$ cat src/design/svaloc_pkg.sv
// svaloc_pkg: shared constants, register indexes and the beat type that
// travels down the voice cell chain. No dependencies.
package svaloc_pkg;

  localparam int NUM_VOICES    = 64;
  localparam int TIME_INT_BITS = 40;
  localparam int FRAC_BITS     = 16;

  localparam int TIME_W = TIME_INT_BITS + FRAC_BITS;
  localparam int SPM_W  = 24;
  localparam int LEN_W  = 32;
  localparam int OFF_W  = 24;
  localparam int CNT_W  = 7;
  localparam int OFFQ_W = 16;
  localparam int VOUT_W = 7;
  localparam int CFG_W  = 24;
  localparam int CFG_IDX_W = 2;

  localparam int PROD_W = SPM_W + LEN_W;
  localparam int DUR_W  = PROD_W - FRAC_BITS;
  localparam int SUM_W  = ((TIME_W > DUR_W) ? TIME_W : DUR_W) + 1;
  localparam int VNUM_W = $clog2(NUM_VOICES + 1);
  localparam int ACT_W  = (VNUM_W > CNT_W) ? VNUM_W : CNT_W;
  localparam int VIDX_W = (NUM_VOICES > 1) ? $clog2(NUM_VOICES) : 1;

  // configuration register indexes
  localparam logic [CFG_IDX_W-1:0] CFG_SAMPLES_PER_MS = 2'd0;
  localparam logic [CFG_IDX_W-1:0] CFG_ACTIVE_COUNT   = 2'd1;
  localparam logic [CFG_IDX_W-1:0] CFG_USE_ACTIVE_IN  = 2'd2;

  localparam logic [SPM_W-1:0] SPM_RESET = 24'd3145728;
  localparam logic [CNT_W-1:0] ACT_RESET = 7'd64;

  typedef struct packed {
    logic              valid;
    logic              req;
    logic              restart;
    logic [TIME_W-1:0] now_q;
    logic [TIME_W-1:0] new_time;
    logic [ACT_W-1:0]  active;
    logic [VNUM_W-1:0] voice;
    logic [LEN_W-1:0]  len;
    logic [OFFQ_W-1:0] offq;
  } beat_t;

endpackage

$ cat src/design/svaloc_cell.sv
// svaloc_cell: one voice. Holds that voice's free time, claims a passing
// request beat if eligible and hands the beat on. Depends on svaloc_pkg.
module svaloc_cell (
  input  logic                           clk,
  input  logic                           rst_n,
  input  logic                           adv,
  input  logic [svaloc_pkg::VIDX_W-1:0]  cell_idx,
  input  svaloc_pkg::beat_t              beat_i,
  output svaloc_pkg::beat_t              beat_o
);
  import svaloc_pkg::*;

  beat_t             beat_r, beat_nxt;
  logic [TIME_W-1:0] free_r, free_nxt, free_eff;
  logic              hit;

  always_comb begin
    free_eff = beat_i.restart ? '0 : free_r;
    hit = beat_i.valid && beat_i.req && (beat_i.voice == '0) &&
          (ACT_W'(cell_idx) < beat_i.active) && (free_eff <= beat_i.now_q);
    beat_nxt = beat_i;
    free_nxt = free_r;
    if (beat_i.valid && beat_i.restart) begin
      free_nxt = '0;
    end
    if (hit) begin
      beat_nxt.voice = VNUM_W'(cell_idx) + VNUM_W'(1);
      free_nxt       = beat_i.new_time;
    end
  end

  always_ff @(posedge clk) begin
    if (!rst_n) begin
      beat_r <= '0;
      free_r <= '0;
    end else if (adv) begin
      beat_r <= beat_nxt;
      free_r <= free_nxt;
    end
  end

  assign beat_o = beat_r;

endmodule

$ cat config.mk
export PLATFORM = sky130hd
export DESIGN_NAME = svaloc_cell
export DESIGN_NICKNAME = d
export VERILOG_FILES = /design/src/design/svaloc_pkg.sv /design/src/design/svaloc_cell.sv
export SDC_FILE = /design/constraint.sdc
export NUM_CORES = 1
export LEC_CHECK = 0
export ABC_AREA = 0
export BUFFER_PORTS_ARGS = -buffer_cell sky130_fd_sc_hd__buf_2
export CORE_MARGIN = 2
export CORE_UTILIZATION = 46
export CTS_CLUSTER_SIZE = 8
export DETAILED_ROUTE_END_ITERATION = 7
export PLACE_DENSITY = 0.88
export SLEW_MARGIN = 20
export SYNTH_ARGS = -nofsm -noshare
export SYNTH_HDL_FRONTEND = slang
export SYNTH_SLANG_ARGS = --single-unit
$ cat constraint.sdc
create_clock -name clk -period 3.3 [get_ports clk]
set_clock_uncertainty 0.05 [all_clocks]
set_input_delay 0.66 -clock clk [delete_from_list [all_inputs] [get_ports clk]]
set_output_delay 0.66 -clock clk [all_outputs]
set_load 0.01 [all_outputs]
# Word-level counts from Yosys, hierarchy flattened
# Index checks and enable logic that the tools add are counted.
dict set report word_totals {
  word_cells 25
  in_bits 186
  ff_bits 233
}
dict set report op_classes {
  magnitude_cmp 2
  add_sub_neg 1
  mux 4
  reduce_logical 8
}
# op count
set op_table {}
lappend op_table {{56-bit two-way mux} 3}
lappend op_table {{56-bit less-or-equal comparator} 1}
lappend op_table {{6-bit by 1-bit adder with 7-bit output, second input constant} 1}
lappend op_table {{7-bit logical NOT} 1}
lappend op_table {{6-bit by 7-bit < comparator with 1-bit output} 1}
lappend op_table {{7-bit two-way mux} 1}
lappend op_table {{1-bit logical AND} 5}
lappend op_table {{2-bit AND reduction} 1}
lappend op_table {{2-bit nonzero test} 1}

# Longest topological paths before layout
dict set report logic_depth {
  ltp_word 6
  ltp_mapped 13
}

# Worst setup path before layout
# No wires, ideal clock.
dict set report synth_path {
  kind {input-to-reg}
  start {in beat_i[174] (netlist bit)}
  end {reg free_r[15]}
  setup_ns 0.120
  t_arrival_ns 3.302
  path_buffers 4
  path_stages 12
  path_slack_ns -0.171
  cell_sequence {clkbuf_1 > clkbuf_1 > nor2b_1 > ha_1 > nand4_1 > or4_4 > nor4_2 > o21bai_2 > nand4_1 > buf_6 > buf_6 > mux2i_1}
}
dict set report synth_via {
  elab_chain_cells 5
  word_cells_on_any_way 7
  cone_classes {1 x order compare; 2 x mux; 4 x reduce/logical}
}
# item line_no
set synth_rtl {}
lappend synth_rtl {{start: declaration} svaloc_cell.sv:8} ;# input svaloc_pkg::beat_t beat_i,
lappend synth_rtl {{56-bit two-way mux} svaloc_cell.sv:18} ;# free_eff = beat_i.restart ? '0 : free_r;
lappend synth_rtl {{56-bit less-or-equal comparator} svaloc_cell.sv:20} ;# (ACT_W'(cell_idx) < beat_i.active) && (free_eff <= beat_i.now_q);
lappend synth_rtl {{1-bit logical AND} svaloc_cell.sv:20}
lappend synth_rtl {{2-bit nonzero test (no source line)} -}
lappend synth_rtl {{2-bit AND reduction (no source line)} -}
lappend synth_rtl {{end signal: assignment} svaloc_cell.sv:38} ;# free_r <= free_nxt;
lappend synth_rtl {{end: declaration} svaloc_cell.sv:14} ;# logic [TIME_W-1:0] free_r, free_nxt, free_eff;
# Parallel ways exist; a longest one is shown, timed or not.
# A chain may end at the register's enable or synchronous reset.

# Worst setup path in the final report
dict set report layout_path {
  start {in beat_i[174] (netlist bit)}
  end {reg free_r[48]}
}
# Same word-level chain as after synthesis.

==> metrics.md <==
| Metric | Value |
|---|---|
| Synth top area cells | `dfxtp_1 45%, mux2i_1 22%, ha_1 7.4%, nor2_1 6.3%, nand2_1 4.6%` |
| R2r setup slk | `0.46 ns` |
| Vert. Die Dim | `~150 µm` |
| Synth area leader | `dfxtp_1` |
| Worst-Margin Slew | `0.7947 ns` |
| Area Overhead vs Synth | `29.26%` |
| Pins Over Slew Limit | `0` |
| Most frequent cells in the layout | `361 x buf_2, 233 x dfxtp_1, 226 x mux2i_1` |
| Net Sw Frac | `24.93%` |
| Setup violators final | `0` |
| H-Tree Depth | `2` |
| Post-Place Cell Area | `12590 µm²` |
| Clock slew at the register clock pins of the worst setup and hold paths | `0.05 ns` |
| Hold endpoint | `beat_o[47]$_SDFFE_PN0P_` |
| First-pass GRT wire length | `44.92 mm` |
| Fin cells | `1768` |
| R2R depth | `9` |
| DRT antenna net count | `0` |
| Power density over the cells | `511.5 nW/µm²` |
| Reg power frac | `43.6%` |
| Fraction of layout cells with a size suffix above 1 | `between 20% and 30%` |
| Avg Inst Size Synth | `9.283 µm²` |
| Vias in the first global route | `9092` |
| Drt pass-1 iters | `5` |
| Detailed-route via count | `around 9000` |
| Initial core utilization | `46.53%` |
| Combinational power share | `11.6%` |
| Startpoint types | `primary input` |
| Count of cell types in the netlist | `40` |
| Setup bufs post-CTS | `0` |
| Critical Path AT | `3.22 ns` |
| PnR Total Power | `0.006923 W` |
| # IOs | `363` |
| DRC violations left | `0` |
| Slew headroom | `a little under half` |
| Grt ovf | `0` |
| Hold Crit Depth | `3` |
| Ant diodes | `0` |
| Hold Path Class | `in2reg` |
| Largest net degree at the start of global routing | `171` |
| Max cap viols | `0` |
| Final count of hold timing violations | `0` |
| Routed wire length | `28.51 mm` |
| Max Buffers Root-to-Sink | `3` |
| Internal power | `0.005197 W` |
| Initial antenna violation count | `0` |
| DP HPWL | `21.07 mm` |
| Mapped cell area | `10470 µm²` |
| Highest Clock Rate | `roughly 340 MHz` |
| Clock Sinks | `between 200 and 250` |
| Critical path class | `in2reg` |
| Clock share of power | `44.8%` |
| Cts repair resizes | `0` |
| Clk root buf | `clkbuf_16` |
| Post-Place Cells | `1727` |
| Net Count, Synth | `between 1000 and 1500` |
| Cts hold-fix bufs | `0` |
| CP Capture Type | `flip-flop` |
| Nets@finish | `1727` |
| Seq/Total Area, Yosys | `44.55%` |
| Leakage power figure | `between 7 and 8 nW` |
| Status | `finished clean` |
| Later-pin clock latency in the skew report | `0.50 ns` |
| Die W | `154.9 µm` |
| Max FO, Critical Path | `56` |
| Hold path start | `beat_i[47]` |
| Most common cell after layout, fill and taps aside | `buf_2` |
| Avg Vias per Cell | `5.136` |
| TritonCTS clock tree | `done` |
| Core area | `between 20000 and 25000 µm²` |
| Worst r2r src | `free_r[55]$_SDFFE_PN0P_` |
| VDD IR max | `about 0.42 mV` |
| Min Tclk post-route | `2.905 ns` |
| WHS | `between 0.3 and 0.4 ns` |
| Cts bufs inserted | `35` |
| Fin crit share | `around nine tenths` |
| Drt wl/cell | `16.13 µm` |
| GP Congestion | `0.8991` |
| Synth Warn # | `0` |
| Port Buffers | `362` |
| Filler instances | `1819` |
| GRT Total Usage | `22.94%` |
| Die ar. | `23990 µm²` |
| Multi-input logic area | `5306 µm²` |
| Design area | `13540 µm²` |
| RSZ-0062 raised after global routing | `false` |
| R2R Path End | `free_r[48]$_SDFFE_PN0P_` |
| FF/Latch Area | `4664 µm²` |
| Seq cells post-synth | `233` |
| Iteration-0 DRC Markers | `495` |
| Mapped Cells | `1128` |
| Post-synth top area share | `44.55%` |
| Row cnt | `55` |
| Worst path required time | `3.61 ns` |
| Sw Pwr | `0.001726 W` |
registers in the layout (all words and copies together) (netlist names):
register  count
beat_o      177
free_r       56
logic make-up (layout without fill, tap and decap cells):
family	Yosys count	after routing	share of synthesized area, %
AOI/OAI and AO/OA	62	62	3.704
xor gates and xnor gates	4	4	0.3346
adders and majority gates	62	62	7.408
buffers and inverters	127	482	4.923
DFF	233	233	44.55
muxes	226	226	21.60
and+or+nand+nor	414	414	17.48
cell type report:
class	count	area share (%)
Multi-Input combinational cell	768	39.20
Sequential cell	233	34.46
Timing Repair Buffer	379	14.96
Clock buffer	37	6.526
Tap cell	285	2.634
Inverter	62	1.756
Clock inverter	4	0.4622
power by group through the flow:
| stage | clock network [W] | registers [W] | logic (W) |
|---|---|---|---|
| 3_3_place_gp | 0 | 0.00306 | 0.000783 |
| 2_1_floorplan | 0 | 0.00312 | 0.000366 |
| 5_1_grt | 0.00329 | 0.00302 | 0.000883 |
| 4_1_cts | 0.00316 | 0.00301 | 0.000812 |
| 3_5_place_dp | 0 | 0.00306 | 0.000808 |
| 6_report | 0.00310 | 0.00302 | 0.000806 |
Yosys cell counts:
master	instances
a211oi_1	1
a21o_1	4
a21oi_1	28
a221oi_1	3
a2bb2oi_1	1
a31oi_1	3
a41oi_1	3
and3_1	2
buf_1	19
buf_2	1
buf_6	5
clkbuf_1	40
dfxtp_1	233
ha_1	62
inv_1	61
inv_2	1
mux2i_1	226
nand2_1	129
nand2b_1	2
nand3_1	13
nand3b_1	5
nand4_1	17
nor2_1	175
nor2b_1	58
nor3_1	5
nor3b_1	1
nor4_1	1
nor4_2	1
nor4b_1	1
o211ai_1	3
o21a_1	1
o21ai_0	9
o21ai_2	1
o21bai_2	1
o311ai_1	4
or2_2	1
or4_1	2
or4_4	1
xnor2_1	1
xor2_1	3
layer usage:
metal / global-route usage (%) / vias up / share of wire (%)
li1: - / 4459 / -
met4: 8.466 / 0 / 2.5
met3: 5.460 / 59 / 6.3
met1: 27.05 / 4247 / 41
met5: 0 / - / 0
met2: 40.57 / 316 / 50
critical path, cell delays in order:
cell and delay [ns]:
buf_2 0.14, buf_12 0.17, nor2b_1 0.06, ha_1 0.30, nand4_1 0.13, or4_4 0.59
nor4_2 0.30, o21bai_2 0.17, nand4_1 0.16, buf_12 0.31, mux2i_1 0.17
worst max-delay path by stage:
stage           startpoint                      end  slack (ns)  cells after the start
5_1_grt        beat_i[174]  free_r[53]$_SDFFE_PN0P_        0.23                     11
6_report       beat_i[174]  free_r[48]$_SDFFE_PN0P_        0.39                     11
3_5_place_dp   beat_i[174]   free_r[9]$_SDFFE_PN0P_       -0.12                     11
3_3_place_gp   beat_i[174]  free_r[54]$_SDFFE_PN0P_       -0.02                     11
4_1_cts        beat_i[174]  free_r[48]$_SDFFE_PN0P_        0.40                     11
2_1_floorplan  beat_i[174]  free_r[15]$_SDFFE_PN0P_        0.03                     12
stage by stage:
step | worst slack (ns) | util, % | setup TNS [ns]
final | 0.3946 | 60.15 | 0
after global routing | 0.2345 | 60.15 | 0
after CTS | 0.4007 | 60.15 | 0
after detailed placement | -0.1161 | 55.95 | -5.692
after global placement | -0.02223 | 55.95 | -1.077
after floorplan | 0.02988 | - | 0
Power figures use the tool's default switching activity.
