`src/design/svaloc_pkg.sv`:
```
// svaloc_pkg: shared constants, register indexes and the beat type that
// travels down the voice cell chain. No dependencies.
package svaloc_pkg;

  localparam int NUM_VOICES    = 64;
  localparam int TIME_INT_BITS = 40;
  localparam int FRAC_BITS     = 16;

  localparam int TIME_W = TIME_INT_BITS + FRAC_BITS;
  localparam int SPM_W  = 24;
  localparam int LEN_W  = 32;
  localparam int OFF_W  = 24;
  localparam int CNT_W  = 7;
  localparam int OFFQ_W = 16;
  localparam int VOUT_W = 7;
  localparam int CFG_W  = 24;
  localparam int CFG_IDX_W = 2;

  localparam int PROD_W = SPM_W + LEN_W;
  localparam int DUR_W  = PROD_W - FRAC_BITS;
  localparam int SUM_W  = ((TIME_W > DUR_W) ? TIME_W : DUR_W) + 1;
  localparam int VNUM_W = $clog2(NUM_VOICES + 1);
  localparam int ACT_W  = (VNUM_W > CNT_W) ? VNUM_W : CNT_W;
  localparam int VIDX_W = (NUM_VOICES > 1) ? $clog2(NUM_VOICES) : 1;

  // configuration register indexes
  localparam logic [CFG_IDX_W-1:0] CFG_SAMPLES_PER_MS = 2'd0;
  localparam logic [CFG_IDX_W-1:0] CFG_ACTIVE_COUNT   = 2'd1;
  localparam logic [CFG_IDX_W-1:0] CFG_USE_ACTIVE_IN  = 2'd2;

  localparam logic [SPM_W-1:0] SPM_RESET = 24'd3145728;
  localparam logic [CNT_W-1:0] ACT_RESET = 7'd64;

  typedef struct packed {
    logic              valid;
    logic              req;
    logic              restart;
    logic [TIME_W-1:0] now_q;
    logic [TIME_W-1:0] new_time;
    logic [ACT_W-1:0]  active;
    logic [VNUM_W-1:0] voice;
    logic [LEN_W-1:0]  len;
    logic [OFFQ_W-1:0] offq;
  } beat_t;

endpackage

```
`src/design/svaloc_front.sv`:
```
// svaloc_front: config registers, sample clock, request decode and the
// busy-until time computation (multiply, add, subtract/saturate stages).
// Depends on svaloc_pkg.
module svaloc_front (
  input  logic                                clk,
  input  logic                                rst_n,
  input  logic                                adv,
  input  logic                                cfg_we,
  input  logic [svaloc_pkg::CFG_IDX_W-1:0]    cfg_index,
  input  logic [svaloc_pkg::CFG_W-1:0]        cfg_wdata,
  input  logic                                in_valid,
  input  logic                                in_trigger,
  input  logic [svaloc_pkg::LEN_W-1:0]        in_length_ms,
  input  logic signed [svaloc_pkg::OFF_W-1:0] in_subsample_offset,
  input  logic [svaloc_pkg::CNT_W-1:0]        in_active_count_in,
  input  logic                                in_restart,
  output svaloc_pkg::beat_t                   beat_o
);
  import svaloc_pkg::*;

  logic [SPM_W-1:0]         spm_r;
  logic [CNT_W-1:0]         act_cfg_r;
  logic                     use_in_r;
  logic [TIME_INT_BITS-1:0] clk_r, clk_nxt, clk_used;

  beat_t             a_r, a_nxt, b_r, b_nxt, c_r, c_nxt;
  logic [PROD_W-1:0] a_prod_r;
  logic [SUM_W-1:0]  b_sum_r, b_sum_nxt, c_diff;
  logic [CNT_W-1:0]  act_raw;
  logic              accept;

  assign accept = in_valid && adv;

  always_ff @(posedge clk) begin
    if (!rst_n) begin
      spm_r     <= SPM_RESET;
      act_cfg_r <= ACT_RESET;
      use_in_r  <= 1'b0;
    end else if (cfg_we) begin
      unique case (cfg_index)
        CFG_SAMPLES_PER_MS: spm_r     <= cfg_wdata[SPM_W-1:0];
        CFG_ACTIVE_COUNT:   act_cfg_r <= cfg_wdata[CNT_W-1:0];
        CFG_USE_ACTIVE_IN:  use_in_r  <= cfg_wdata[0];
        default: ;
      endcase
    end
  end

  // restart zeroes the clock before this sample is processed
  always_comb begin
    clk_used = in_restart ? '0 : clk_r;
    clk_nxt  = (clk_used == '1) ? clk_used : clk_used + 1'b1;
  end

  always_ff @(posedge clk) begin
    if (!rst_n) begin
      clk_r <= '0;
    end else if (accept) begin
      clk_r <= clk_nxt;
    end
  end

  // stage A: decode, active count saturation, duration product
  always_comb begin
    act_raw = use_in_r ? in_active_count_in : act_cfg_r;
    a_nxt          = '0;
    a_nxt.valid    = in_valid;
    a_nxt.restart  = in_restart;
    a_nxt.req      = in_trigger && (in_subsample_offset[OFF_W-1] ||
                     (in_subsample_offset[OFF_W-2:FRAC_BITS] == '0));
    a_nxt.offq     = in_subsample_offset[OFF_W-1] ? '0 : in_subsample_offset[OFFQ_W-1:0];
    a_nxt.len      = in_length_ms;
    a_nxt.now_q    = {clk_used, {FRAC_BITS{1'b0}}};
    a_nxt.active   = (ACT_W'(act_raw) > ACT_W'(NUM_VOICES)) ? ACT_W'(NUM_VOICES)
                                                            : ACT_W'(act_raw);
  end

  // stage B: now + duration
  always_comb begin
    b_nxt     = a_r;
    b_sum_nxt = SUM_W'(a_r.now_q) + SUM_W'(a_prod_r[PROD_W-1:FRAC_BITS]);
  end

  // stage C: minus offset, floor at zero, saturate at the top
  always_comb begin
    c_nxt  = b_r;
    c_diff = b_sum_r - SUM_W'(b_r.offq);
    if (b_sum_r < SUM_W'(b_r.offq)) begin
      c_nxt.new_time = '0;
    end else if (c_diff[SUM_W-1:TIME_W] != '0) begin
      c_nxt.new_time = '1;
    end else begin
      c_nxt.new_time = c_diff[TIME_W-1:0];
    end
  end

  always_ff @(posedge clk) begin
    if (!rst_n) begin
      a_r <= '0;
      b_r <= '0;
      c_r <= '0;
    end else if (adv) begin
      a_r <= a_nxt;
      b_r <= b_nxt;
      c_r <= c_nxt;
    end
  end

  always_ff @(posedge clk) begin
    if (adv) begin
      a_prod_r <= PROD_W'(spm_r) * PROD_W'(in_length_ms);
      b_sum_r  <= b_sum_nxt;
    end
  end

  assign beat_o = c_r;

  a_restart_clk: assert property (@(posedge clk) disable iff (!rst_n)
    accept && in_restart |=> clk_r == TIME_INT_BITS'(1))
    else $error("clock not restarted");

  a_clk_mono: assert property (@(posedge clk) disable iff (!rst_n)
    !accept |=> $stable(clk_r))
    else $error("clock moved without a beat");

  a_no_req_neg: assert property (@(posedge clk) disable iff (!rst_n)
    a_r.valid && a_r.offq != '0 |-> a_r.now_q[FRAC_BITS-1:0] == '0)
    else $error("clock fraction not zero");

endmodule

```
`config.mk`:
```
export PLATFORM = sky130hd
export DESIGN_NAME = svaloc_front
export DESIGN_NICKNAME = d
export VERILOG_FILES = /design/src/design/svaloc_pkg.sv /design/src/design/svaloc_front.sv
export SDC_FILE = /design/constraint.sdc
export NUM_CORES = 2
export LEC_CHECK = 0
export BUFFER_PORTS_ARGS = -buffer_cell sky130_fd_sc_hd__buf_2
export CAP_MARGIN = 20
export CORE_MARGIN = 2
export CORE_UTILIZATION = 55
export DETAILED_ROUTE_END_ITERATION = 8
export PLACE_DENSITY = 0.76
export SLEW_MARGIN = 20
export SYNTH_ARGS = -nofsm -noshare
export SYNTH_HDL_FRONTEND = slang
export SYNTH_SLANG_ARGS = --single-unit
```
`constraint.sdc`:
```
create_clock -name clk -period 21.5 [get_ports clk]
set_input_delay 2.15 -clock clk [delete_from_list [all_inputs] [get_ports clk]]
set_output_delay 2.15 -clock clk [all_outputs]
set_load 0.03 [all_outputs]
```
* Yosys cells after proc, flatten, opt, wreduce, memory -nomap -nowiden *
Cells that the tools add are included.

operators by class
  reductions and logical operators = 8
  div/mod/pow operators = 0
  muxes and demuxes = 7
  $lt $le $gt $ge = 2
  bitwise operators = 0
  equality and inequality tests = 3
  $mul = 1
  $add $sub $neg = 3
  shift operators = 0

operators with widths
  kind                                                              count
  56-bit 2-to-1 mux                                                 2
  40-bit 2-to-1 mux                                                 2
  56-bit by 40-bit adder with 57-bit output                         1
  57-bit by 16-bit less-than comparator with 1-bit output           1
  57-bit by 16-bit subtractor with 57-bit output                    1
  24-bit by 32-bit multiplier with 56-bit output                    1
  40-bit by 1-bit adder with 40-bit output (second input constant)  1
  40-bit == test (second input constant)                            1
  16-bit 2-to-1 mux                                                 1
  7-bit 2-to-1 mux                                                  2
  7-bit greater-than comparator (second input constant)             1
  7-bit logical NOT                                                 1
  2-bit AND reduction                                               3
  2-bit by 1-bit == test with 1-bit output (second input constant)  1
  2-bit == test (second input constant)                             1
  1-bit logical AND                                                 2
  2-bit logical NOT                                                 1
  1-bit logical OR                                                  1

storage, ports and cells
  logic and storage cells = 52
  flip-flop bits (word level) = 535
  RAM bits = 0
  memories kept = 0
  bits in latches = 0
  ROM bits = 0
  bits of input ports = 96
  output and inout port bits = 177

* Depth between registers and ports, before layout *
  word-level depth = 3
  mapped depth = 27

* Least setup slack after synthesis *
OpenSTA, ideal clock, no wires.

  path kind = input to register
  start point = input port in_length_ms[25] (netlist name)
  end point = register a_prod_r[52], data pin
  stages = 26
  path buffers = 2
  slack = 12.480 ns
  arrival time = 8.757 ns
  cells stage by stage = clkbuf_1 nand2_1 fa_1 inv_1 fa_1 inv_1 fa_1 inv_1 fa_1 fa_1 fa_1 inv_1 fa_1 inv_1 ha_1 clkbuf_1 nand4_1 nor2_1 nor4b_1 a32oi_1 a2111o_1 a31oi_1 nor2_1 o311ai_0 nor2_1 xnor2_1

on the way
  longest elaborated chain between the ends = 1

ends and longest elaborated chain
  element                                         RTL line             source
  start: declaration                              svaloc_front.sv:13   input logic [svaloc_pkg::LEN_W-1:0] in_length_ms,
  24-bit by 32-bit multiplier with 56-bit output  svaloc_front.sv:111  a_prod_r <= PROD_W'(spm_r) * PROD_W'(in_length_ms);
  end signal: assignment                          svaloc_front.sv:111
  end: declaration                                svaloc_front.sv:27   logic [PROD_W-1:0] a_prod_r;

Every way passes these cells.
A chain may end at the register's enable or synchronous reset.

* Worst setup path in the final report *
  start point = input port in_length_ms[7] (netlist name)
  end point = register a_prod_r[52], data pin

The elaborated chain is that of the path after synthesis.

==> metrics.md <==
| Metric | Value |
|---|---|
| EDFF count, synth | `97` |
| Routed len/inst | `19.2 um` |
| Leftover overflow at the end of global routing | `0` |
| Area occupied by registers | `0.0114 mm2` |
| Crit-path cells | `buf_2 -> nand2_1 -> fa_1 -> inv_1 -> fa_1 -> inv_1 -> fa_1 -> inv_1 -> fa_1 -> fa_1 -> fa_1 -> inv_1 -> fa_1 -> inv_1 -> ha_1 -> nand4_1 -> nor4b_1 -> a32oi_1 -> a2111o_1 -> a31oi_1 -> nor2_1 -> o311ai_0 -> nor2_1 -> xnor2_1` |
| Synth cell types | `74` |
| Part of the power in the clock network | `roughly 24%` |
| Delay of the slowest cell on the worst path | `between 600 and 700 ps` |
| Wirelength, routed | `between 100,000 and 150,000 um` |
| Number of nets in the final layout | `between 5k and 6k` |
| Min-delay worst type | `reg -> reg` |
| Core Footprint | `just over 0.08 mm2` |
| Detailed Place HPWL | `about 85,000 um` |
| Iteration count of the initial detailed-routing pass | `6` |
| Syn_area_per_cell | `9.30 um2` |
| Required time at the worst-slack endpoint | `roughly 22,000 ps` |
| Number of H-tree branching levels | `2` |
| Total of endpoints with negative setup slack in the final report | `0` |
| Via count normalized by instance count | `between 5 and 6` |
| Die outline width | `a little under 300 um` |
| Maximum VDD drop | `around 0.064 mV` |
| Total die area | `roughly 0.086 mm2` |
| Setup repair after global routing missed its margin | `false` |
| Result of the run | `finished clean` |
| Max-slew violations | `0` |
| Leading cell type in the layout, fill and taps excluded | `inv_1` |
| Number of global-route vias before repair | `about 34k` |
| Fill cell instance count of the final layout | `just under 7k` |
| Leak Pwr | `about 24 nW` |
| DRC errors left | `0` |
| Power Total | `between 0.003 and 0.004 W` |
| Nature of the critical path startpoint | `input port` |
| Post CTS Setup Buffer Count | `0` |
| MaxCap Viol Count | `0` |
| Global router's overall resource usage | `roughly 28%` |
| Count of yosys warnings during synthesis | `0` |
| Final Cycle Share | `between 40% and 50%` |
| Setup TNS Final | `0 ps` |
| Type of the worst setup path | `in -> reg` |
| Vias | `around 34k` |
| Detail Route Antenna Nets | `0` |
| Crit-path max FO | `25` |
| First-pass GRT wire length | `187,000 um` |
| Power density over the cells | `73.7 mW/mm2` |
| Commonest non-fill, non-tap cells in the layout | `736 x inv_1, 659 x fa_1, 556 x nand2_1, 411 x nor2_1, 407 x dfxtp_1` |
| RePlAce Congestion | `~0.9` |
| Cell repeated most along the worst path | `fa_1` |
| Post-synth ARST share | `0%` |
| Vert. Die Dim | `293 um` |
| Clk Tree Root Cell | `clkbuf_16` |
| Total clock buffers created by CTS | `49` |
| Standard cell with the maximum stage delay on the critical path | `o311ai_0` |
| Final critical delay including setup and external delays | `around 9300 ps` |
| Primary flip-flop cell chosen by synthesis mapping | `dfxtp_1` |
| R2R Path Start | `spm_r[15]$_SDFFE_PN0P_` |
| Clock transition time at the flip-flop clock pins of the worst setup and hold paths | `~70 ps` |
| Least-Margin Pin Slew | `1110 ps` |
| # IOs | `roughly 270` |
| Longest Clk Path Bufs | `3` |
| Final Hold Fails | `0` |
| Area of the mapped netlist | `between 0.04 and 0.05 mm2` |
| Cell internal power dissipation | `0.00221 W` |
| Clock network latency to the later pin of the worst-skew pair | `between 600 and 700 ps` |
| Proportion of layout cells with a drive suffix above 1 | `~7.8%` |
| Synth Register Bits | `~520` |
| Comb power frac | `between 40% and 50%` |
| Clock tree from TritonCTS | `built` |
| Pin count of the biggest net entering global routing | `roughly 150` |
| Gates resized, CTS repair | `0` |
| Number of hold buffers added after cts | `0` |
| Power spent charging and discharging nets | `0.00143 W` |
| Initial antenna violation count | `4` |
| Synthesized instance count | `between 4k and 5k` |
| Start point of the worst min-delay path | `a_prod_r[27]$_DFFE_PP_` |
| Cell row count | `about 110` |
| Upper clock frequency limit | `about 0.11 GHz` |
| Starting utilization of the core area | `55.8%` |
| Kind of capture point of the worst setup path | `register` |
| Clk_skew | `~42 ps` |
| Number of buffer cells added on primary ports | `249` |
| Switching share of power | `around 40%` |
| Slew margin rel. | `around 26%` |
| Part of the power in registers | `approximately 33%` |
| Worst hold slack | `about 400 ps` |
| Number of DRC markers after the initial detailed-route iteration | `between 2k and 3k` |
| Launching element of the worst setup path | `in_length_ms[7]` |
| Clk sink count | `~520` |
| Share of the yosys chip area belonging to registers | `24.7%` |
| Data arrival, critical path | `about 9700 ps` |
| Total area of multi-input combinational cells | `0.0307 mm2` |
| Area growth, synth to finish | `7.31%` |
-- power groups by stage --
| stage | Combinational [W] | Clock [W] | Sequential, W |
|---|---|---|---|
| floorplan | 0.00108 | 0 | 0.00120 |
| global placement | 0.00151 | 0 | 0.00120 |
| detailed placement | 0.00154 | 0 | 0.00121 |
| CTS | 0.00155 | 0.000891 | 0.00119 |
| global route | 0.00175 | 0.000927 | 0.00120 |
| finish | 0.00157 | 0.000877 | 0.00119 |
-- path summary, 6_finish.rpt --
kind / cells past startpoint / end / slack [ps]
worst max-delay path: 24 / a_prod_r[52]$_DFFE_PP_ / 12180
worst min-delay path: 0 / b_sum_r[11]$_DFFE_PP_ / 400
worst max register to register: 23 / a_prod_r[52]$_DFFE_PP_ / 13160
worst min register to register: 0 / b_sum_r[11]$_DFFE_PP_ / 400
-- final cells by class --
cell class | instances | share of cell area, %
multi-input cells | 3419 | 62.3
diodes | 3 | 0.0152
well taps | 1070 | 2.72
clock inverters | 30 | 0.597
repair buffers | 273 | 2.95
clock buffers | 59 | 2.71
flip-flops and latches | 519 | 23.1
inverters | 737 | 5.63
-- state kept, by name, indices dropped and copies added, names as in the netlist --
register / cells
a_prod_r: 40
a_r: 98
act_cfg_r: 7
b_r: 98
b_sum_r: 57
beat_o: 154
clk_r: 40
spm_r: 24
use_in_r: 1
-- logic make-up after synthesis --
| group | synth area share [%] |
|---|---|
| DFF | 24.7 |
| AOI/OAI and AO/OA | 6.18 |
| xor gates and xnor gates | 3.11 |
| and+or+nand+nor | 17.2 |
| adders and majority gates | 34.7 |
| other | 0.00816 |
| muxes | 5.41 |
| buffers and inverters | 8.66 |
-- stage by stage --
stage	std cells	setup slack [ps]	util, %	instance area [um2]
after floorplan	4962	12480	-	46000
after global placement	6018	11680	57.8	47600
after detailed placement	6018	11590	57.8	47600
after CTS	6107	12220	59.8	49300
after global routing	6109	11920	59.8	49300
final	6110	12180	59.8	49300
-- per-layer routing --
| layer | part of all wire [%] | GRT usage (%) |
|---|---|---|
| met5 | 0.011 | 0 |
| met4 | 3.9 | 10.4 |
| met3 | 9.0 | 5.43 |
| met2 | 46 | 43.9 |
| met1 | 41 | 37.5 |
-- cells in the mapped netlist (9+ instances only) --
library cell | n | area, um2
inv_1 | 737 | 2770
nand3b_1 | 9 | 67.6
edfxtp_1 | 97 | 2910
buf_4 | 26 | 195
and2_1 | 391 | 2450
nand4_1 | 34 | 213
nor2b_1 | 78 | 488
fa_1 | 659 | 13200
xnor2_1 | 98 | 858
ha_1 | 219 | 2740
a31oi_1 | 15 | 93.8
xor2_1 | 65 | 569
and3_1 | 15 | 93.8
buf_1 | 24 | 90.1
nand2b_1 | 26 | 163
dfxtp_1 | 422 | 8450
a21oi_1 | 210 | 1050
o21bai_1 | 13 | 97.6
nor3_1 | 28 | 140
nand2_1 | 556 | 2090
o21ai_0 | 50 | 250
a211oi_1 | 16 | 120
o21a_1 | 12 | 90.1
nand3_1 | 44 | 220
nor2_1 | 412 | 1550
mux2i_1 | 247 | 2470
a21o_1 | 98 | 736
nor4_1 | 12 | 75.1
clkbuf_1 | 232 | 871
-- critical path, delay by kind of cell --
| kind | cells | cell delay, ps |
|---|---|---|
| simple gates | 5 | 1010 |
| compound gates | 4 | 1590 |
| fa+ha+maj | 8 | 4020 |
| xor+xnor | 1 | 150 |
| buf+inv | 6 | 760 |
(Power assumes the default switching activity.)
